===== src/design/gse_pkg.sv =====
package gse_pkg;

  localparam int unsigned ADC_W      = 12;
  localparam int unsigned CFG_IDX_W  = 4;
  localparam int unsigned CFG_DATA_W = 24;
  localparam int unsigned DIV_STEPS  = 48;
  localparam int unsigned EXP_STEPS  = 16;
  localparam int unsigned MANT_W     = 31;

  typedef enum logic [CFG_IDX_W-1:0] {
    REG_LOAD_RES  = 4'd0,
    REG_SCALE     = 4'd1,
    REG_EXPONENT  = 4'd2,
    REG_CLEAN_AIR = 4'd3
  } reg_idx_t;

  typedef enum logic [1:0] {
    ST_DONE       = 2'd0,
    ST_ABORTED    = 2'd1,
    ST_CALIBRATED = 2'd2,
    ST_SKIPPED    = 2'd3
  } status_t;

  typedef enum logic [4:0] {
    OP_IDLE,
    OP_LATCH,
    OP_DIV_SENSOR,
    OP_DIV_STEP,
    OP_CAL_DIV,
    OP_CAL_SET,
    OP_CAL_SKIP,
    OP_ABORT,
    OP_ACCUM,
    OP_DIV_AVG,
    OP_DIV_RATIO,
    OP_NORM_LOAD,
    OP_NORM_STEP,
    OP_LOG_INIT,
    OP_SQ_MUL,
    OP_SQ_UPD,
    OP_EXP_E,
    OP_EXP_INIT,
    OP_EXP_MUL,
    OP_EXP_UPD,
    OP_SCALE_MUL,
    OP_FINISH
  } dp_op_t;

  typedef struct packed {
    dp_op_t op;
    logic   load_out;
  } dp_cmd_t;

  typedef struct packed {
    logic op_cal;
    logic rdy;
    logic adc_zero;
    logic div_last;
    logic run_full;
    logic norm_done;
    logic it_last;
    logic stop_early;
  } dp_stat_t;

  function automatic logic [63:0] isqrt64(input logic [63:0] n);
    logic [63:0] rem_v;
    logic [63:0] res;
    logic [63:0] bit_v;
    rem_v = n;
    res   = '0;
    bit_v = 64'd1 << 62;
    for (int i = 0; i < 32; i++) begin
      if (rem_v >= res + bit_v) begin
        rem_v = rem_v - (res + bit_v);
        res   = (res >> 1) + bit_v;
      end else begin
        res = res >> 1;
      end
      bit_v = bit_v >> 2;
    end
    return res;
  endfunction

  // c_k = 2^(2^-k) in q1.30, k = 1 in the lowest slot
  function automatic logic [EXP_STEPS*MANT_W-1:0] exp_coefs();
    logic [EXP_STEPS*MANT_W-1:0] tab;
    logic [63:0] c;
    c = isqrt64(64'd1 << 61);
    for (int k = 0; k < EXP_STEPS; k++) begin
      tab[k*MANT_W +: MANT_W] = c[MANT_W-1:0];
      c = isqrt64(c << 30);
    end
    return tab;
  endfunction

endpackage


===== src/design/gse_ctrl.sv =====
module gse_ctrl (
  input  logic              clk,
  input  logic              rst,
  input  logic              in_valid,
  output logic              in_ready,
  output logic              out_valid,
  input  logic              out_ready,
  input  gse_pkg::dp_stat_t stat,
  output gse_pkg::dp_cmd_t  cmd
);
  import gse_pkg::*;

  typedef enum logic [4:0] {
    S_IDLE, S_DECIDE, S_LD_R, S_DIV_R, S_LD_CAL, S_DIV_CAL, S_CAL_SET,
    S_CAL_SKIP, S_ABORT, S_ACCUM, S_CHECK, S_LD_AVG, S_DIV_AVG, S_LD_RAT,
    S_DIV_RAT, S_NORM_LD, S_NORM, S_LOG_INIT, S_SQ_MUL, S_SQ_UPD, S_EXP_E,
    S_EXP_INIT, S_EX_MUL, S_EX_UPD, S_SCALE, S_FINISH, S_OUT
  } state_t;

  state_t state;
  logic   load_out;

  assign in_ready = (state == S_IDLE);
  assign load_out = (state == S_OUT) && (!out_valid || out_ready);

  always_comb begin
    cmd.load_out = load_out;
    unique case (state)
      S_IDLE:     cmd.op = in_valid ? OP_LATCH : OP_IDLE;
      S_LD_R:     cmd.op = OP_DIV_SENSOR;
      S_DIV_R, S_DIV_CAL, S_DIV_AVG, S_DIV_RAT: cmd.op = OP_DIV_STEP;
      S_LD_CAL:   cmd.op = OP_CAL_DIV;
      S_CAL_SET:  cmd.op = OP_CAL_SET;
      S_CAL_SKIP: cmd.op = OP_CAL_SKIP;
      S_ABORT:    cmd.op = OP_ABORT;
      S_ACCUM:    cmd.op = OP_ACCUM;
      S_LD_AVG:   cmd.op = OP_DIV_AVG;
      S_LD_RAT:   cmd.op = OP_DIV_RATIO;
      S_NORM_LD:  cmd.op = OP_NORM_LOAD;
      S_NORM:     cmd.op = OP_NORM_STEP;
      S_LOG_INIT: cmd.op = OP_LOG_INIT;
      S_SQ_MUL:   cmd.op = OP_SQ_MUL;
      S_SQ_UPD:   cmd.op = OP_SQ_UPD;
      S_EXP_E:    cmd.op = OP_EXP_E;
      S_EXP_INIT: cmd.op = OP_EXP_INIT;
      S_EX_MUL:   cmd.op = OP_EXP_MUL;
      S_EX_UPD:   cmd.op = OP_EXP_UPD;
      S_SCALE:    cmd.op = OP_SCALE_MUL;
      S_FINISH:   cmd.op = OP_FINISH;
      default:    cmd.op = OP_IDLE;
    endcase
  end

  always_ff @(posedge clk) begin
    if (rst) begin
      state     <= S_IDLE;
      out_valid <= 1'b0;
    end else begin
      if (load_out) begin
        out_valid <= 1'b1;
      end else if (out_ready) begin
        out_valid <= 1'b0;
      end
      unique case (state)
        S_IDLE:   if (in_valid) state <= S_DECIDE;
        S_DECIDE: begin
          priority if (stat.op_cal) begin
            state <= (stat.rdy && !stat.adc_zero) ? S_LD_R : S_CAL_SKIP;
          end else if (!stat.rdy) begin
            state <= S_ABORT;
          end else if (stat.adc_zero) begin
            state <= S_ACCUM;
          end else begin
            state <= S_LD_R;
          end
        end
        S_LD_R:     state <= S_DIV_R;
        S_DIV_R:    if (stat.div_last) state <= stat.op_cal ? S_LD_CAL : S_ACCUM;
        S_LD_CAL:   state <= S_DIV_CAL;
        S_DIV_CAL:  if (stat.div_last) state <= S_CAL_SET;
        S_CAL_SET, S_CAL_SKIP, S_ABORT, S_FINISH: state <= S_OUT;
        S_ACCUM:    state <= S_CHECK;
        S_CHECK:    state <= stat.run_full ? S_LD_AVG : S_IDLE;
        S_LD_AVG:   state <= S_DIV_AVG;
        S_DIV_AVG:  if (stat.div_last) state <= S_LD_RAT;
        S_LD_RAT:   state <= S_DIV_RAT;
        S_DIV_RAT:  if (stat.div_last) state <= S_NORM_LD;
        S_NORM_LD:  state <= stat.stop_early ? S_FINISH : S_NORM;
        S_NORM:     if (stat.norm_done) state <= S_LOG_INIT;
        S_LOG_INIT: state <= S_SQ_MUL;
        S_SQ_MUL:   state <= S_SQ_UPD;
        S_SQ_UPD:   state <= stat.it_last ? S_EXP_E : S_SQ_MUL;
        S_EXP_E:    state <= S_EXP_INIT;
        S_EXP_INIT: state <= S_EX_MUL;
        S_EX_MUL:   state <= S_EX_UPD;
        S_EX_UPD:   state <= stat.it_last ? S_SCALE : S_EX_MUL;
        S_SCALE:    state <= S_FINISH;
        S_OUT:      if (load_out) state <= S_IDLE;
        default:    state <= S_IDLE;
      endcase
    end
  end

endmodule


===== config.mk =====
export PLATFORM = sky130hd
export DESIGN_NAME = gse_ctrl
export DESIGN_NICKNAME = d
export VERILOG_FILES = /design/src/design/gse_pkg.sv /design/src/design/gse_ctrl.sv
export SDC_FILE = /design/constraint.sdc
export NUM_CORES = 1
export LEC_CHECK = 0
export BUFFER_PORTS_ARGS = -buffer_cell sky130_fd_sc_hd__buf_2
export CORE_ASPECT_RATIO = 0.9
export CORE_MARGIN = 5
export CORE_UTILIZATION = 53
export CTS_CLUSTER_DIAMETER = 60
export CTS_CLUSTER_SIZE = 30
export DETAILED_ROUTE_END_ITERATION = 8
export PLACE_DENSITY = 0.76
export SYNTH_ARGS = -nofsm -noshare
export SYNTH_HDL_FRONTEND = slang
export SYNTH_SLANG_ARGS = --single-unit

===== constraint.sdc =====
create_clock -name clk -period 1.89 [get_ports clk]
set_input_delay 0 -clock clk [delete_from_list [all_inputs] [get_ports clk]]
set_output_delay 0 -clock clk [all_outputs]
set_load 0.02 [all_outputs]

After elaboration in Yosys (flattened, before gate mapping) --
Index checks and enable logic that the tools add are counted.
Storage, ports and cells: register bits 6, input bits 12, output and inout bits 8, word-level logic and storage cells 66
Operators by class: equal/unequal tests 33, muxes and demuxes 21, reductions and logical operators 10
Operators with widths (count):
- 5-bit one-hot mux with 24 select lines | 1
- 5-bit one-hot mux with 21 select lines | 1
- 5-bit == test, second input constant | 11
- 5-bit by 4-bit == test with 1-bit output, second input constant | 8
- 5-bit two-way mux | 7
- 4-bit two-way mux | 7
- 5-bit by 3-bit == test with 1-bit output, second input constant | 4
- 2-bit inequality test, second input constant | 7
- 5-bit by 2-bit == test with 1-bit output, second input constant | 2
- 4-bit OR reduction | 2
- 7-bit AND reduction | 1
- 3-bit two-way mux | 2
- 5-bit by 1-bit == test with 1-bit output, second input constant | 1
- 5-bit zero test | 1
- 1-bit two-way mux | 3
- 1-bit logical AND | 2
- 1-bit zero test | 2
- 2-bit nonzero test | 1
- 1-bit logical OR | 1

Logic depth before layout (Yosys ltp) --
word-level depth 5, depth in mapped cells 8, depth with buffers taken out 5

Least setup slack after synthesis --
OpenSTA, ideal clock, no wires.
path type register to output, from register state[4], to output cmd[3] (netlist bit), arrival time 1.548 ns, required time 1.890 ns, path slack 0.342 ns, cell stages (with the launch flop) 6, buffers on the path 3, cell sequence dfxtp_1 buf_2 buf_2 clkbuf_1 a21oi_1 a211oi_1
RTL lines:
- start: declaration | RTL line gse_ctrl.sv:20 | state_t state;
- start signal: assignment | RTL line gse_ctrl.sv:68 | state <= (stat.rdy && !stat.adc_zero) ? S_LD_R : S_CAL_SKIP;
- start signal: assignment | RTL line gse_ctrl.sv:78 | S_DIV_R: if (stat.div_last) state <= stat.op_cal ? S_LD_CAL : S_ACCUM;
- start signal: assignment | RTL line gse_ctrl.sv:83 | S_CHECK: state <= stat.run_full ? S_LD_AVG : S_IDLE;
- end: declaration | RTL line gse_ctrl.sv:9 | output gse_pkg::dp_cmd_t cmd

==> flow_metrics.tcl <==
set metrics [dict create \
    ant_nets 0 \
    finalCritPeriodShare_pct 94.46 \
    synth_edf_count 0 \
    drtIter0Drc 27 \
    drv_cap 0 \
    skew_ns 0.002474 \
    via_per_inst 6.036 \
    hold_viol 0 \
    pre_cts_slack_ns 0.07856 \
    netlist-cell-type-count 53 \
    yosys.area.top_type "dfxtp_1" \
    ys_ff_latch 6 \
    core_um2 1647 \
    netlist_area_um2 895.9 \
    grt_overflow 0 \
    port_buffers 19 \
    holdCritPathClass "input port to flop" \
    setup_tns_ns 0 \
    antennaDiodeCount 0 \
    crit_path_cell_trace "buf_4 > or2_2 > a21boi_0 > o31ai_1 > o21ai_0 > buf_2" \
    track_usage_pct 19.13 \
    area_growth_pct 16.48 \
    dp_hpwl_um 1884 \
    num_rows 14 \
    syn_avg_cell_area_um2 7.343 \
    status "finished clean" \
    yosysMostFrequentCell "a21oi_1" \
    p_total_mw 1.976 \
    grt_pass1_vias 880 \
    ir_drop_mv 0.8760 \
    slowest_delay_ns 0.36 \
    htreeDepth 1 \
    firstDrtPassIters 4 \
    num-fill-cells 174 \
    drc 0 \
    setup_viol 0 \
    fin_ws_ns 0.1047 \
    cts_root_buffer "clkbuf_4" \
    crit_arrival_ns 1.79 \
    nets 156 \
    synth_top_area_share_pct 13.41 \
    cts_sinks 6 \
    worstPathMaxFanout 13 \
    drive_gt1_share_pct 31.69 \
    critPathKind "flop to primary output" \
    power_per_cell_area_nw_per_um2 1894 \
    io_pins 20 \
    cts_buffer_depth 2 \
    seqCellArea_um2 121.4 \
    vias 1002 \
    die_area_um2 2614 \
    syn_inst 122 \
    multi_input_area_um2 663.1 \
    ys.flop_type "dfxtp_1" \
    cts_tree "done" \
    worstPathRequired_ns 1.89 \
    wirelength_um 2484 \
    finalMaxSlewViolations 0 \
    cts.clk_slew.worst_paths_ns 0.04 \
    grt_max_degree 17 \
    antenna_found_initial 0 \
    worst_pin_slew_ns 0.4592 \
    syn-num-nets 134 \
    startpoint_type "flop" \
    ys_warn_count 0 \
    fmax_mhz 560.1 \
    max_slew_margin_pct 68.60 \
    crit_family "compound AO/OA/AOI/OAI gates" \
    cp_num_buf_inv 2 \
    insertion_delay_ns 0.24 \
    async_reset_ff_share_pct 0 \
    cts_made_buffers 3 \
    synth.yosys.seq_area_share_pct 13.41 \
    netlist_top_cells_count "11 x a21oi_1, 10 x nand2_1, 8 x nor2_1" \
    post-route-min-period_ns 1.785 \
    wire_per_inst_um 14.96 \
    end_kind "primary output" \
    die-width_um 53.34 \
    power.leakage_nw 0.4333 \
    rsz0062_at_grt "no" \
    grt_pass1_wl_um 3891 \
    fp.dieH_um 49.01 \
    crit_slowest_cell "dfxtp_1" \
    postCtsSetupBuffers 0 \
    initial_core_util_pct 54.41 \
    synth.area.top_cells "dfxtp_1 13%, a21oi_1 6.1%, buf_6 5.0%, buf_4 4.2%, nand2_1 4.2%" \
    gp_congestion 0.8655 \
]
==> what timing repair did <==
item | 4_1_cts | 5_1_grt
hold buffers | 1 | 0
resized for setup | 0 | 3
endpoints found under the hold margin | 1 | 0
endpoints found under the setup margin | 0 | 6
==> cells in the final DEF, fill, tap and decap left out, types with 2 or more instances in the layout <==
| cell | n |
|---|---|
| inv_1 | 5 |
| a21oi_1 | 11 |
| nor3_1 | 4 |
| nand2_1 | 10 |
| nand2b_1 | 3 |
| or2_2 | 2 |
| and3b_1 | 2 |
| mux2i_1 | 2 |
| a31oi_1 | 2 |
| a21boi_0 | 2 |
| a211o_1 | 2 |
| a2111oi_0 | 2 |
| o32a_1 | 3 |
| nor2_1 | 8 |
| buf_4 | 11 |
| buf_2 | 19 |
| nor2b_1 | 4 |
| clkbuf_4 | 3 |
| o21ai_0 | 7 |
| dfxtp_1 | 5 |
==> flip-flops by register name (all words and copies together) (netlist names) <==
signal / count
out_valid: 1
state: 5
==> layout make-up <==
type	instances	share of cell area, %
Clock buffer	3	2.158
Tap cell	24	2.878
Multi-Input combinational cell	97	63.55
Sequential cell	6	11.63
Inverter	5	1.799
Timing Repair Buffer	31	17.99
==> metal layers <==
metal	vias up	GRT usage, %	routed length [um]	share of wire, %
met4	0	5.106	23	0.93
met1	462	23.95	1034	42
li1	497	-	-	-
met2	39	31.84	1263	51
met5	-	0	0	0
met3	4	4.587	163	6.6
==> worst min-delay path, cell delays in order <==
cell	delay, ns
buf_2	0.07
nand2b_1	0.17
a21oi_1	0.09
==> through the flow <==
step	area [um2]	hold slack, ns	cells	utilization [%]
4_1_cts	1030	0.1477	166	62.54
5_1_grt	1044	0.1659	166	63.37
2_1_floorplan	895.9	0.06244	122	-
3_3_place_gp	997.2	0.2356	162	60.56
3_5_place_dp	997.2	0.2459	162	60.56
6_report	1044	0.1476	166	63.37
==> path summary, 6_finish.rpt <==
kind,startpoint,slack [ns],cells past startpoint,end
worst max-delay path,state[1],0.10,6,cmd[1]
worst min-delay path,out_ready,0.15,3,out_valid
worst max register to register,state[0],0.11,6,state[3]
worst min register to register,state[3],0.56,2,state[3]
==> cells by family (layout without fill, tap and decap cells) <==
logic type | Yosys count | after routing | share of synthesized area [%]
buf+inv | 19 | 39 | 13.97
flops | 6 | 6 | 13.41
mux | 3 | 3 | 3.492
compound gates | 43 | 43 | 34.50
xor+xnor | 1 | 1 | 0.9778
simple gates | 50 | 50 | 33.66
==> power by group <==
| group | switching [mW] | internal, mW | leakage [nW] |
|---|---|---|---|
| Clock | 0.0444 | 0.0717 | 0.0138 |
| Sequential | 0.105 | 0.180 | 0.0496 |
| Combinational | 0.881 | 0.694 | 0.370 |
| Total | 1.03 | 0.946 | 0.433 |
(Power assumes the default switching activity.)
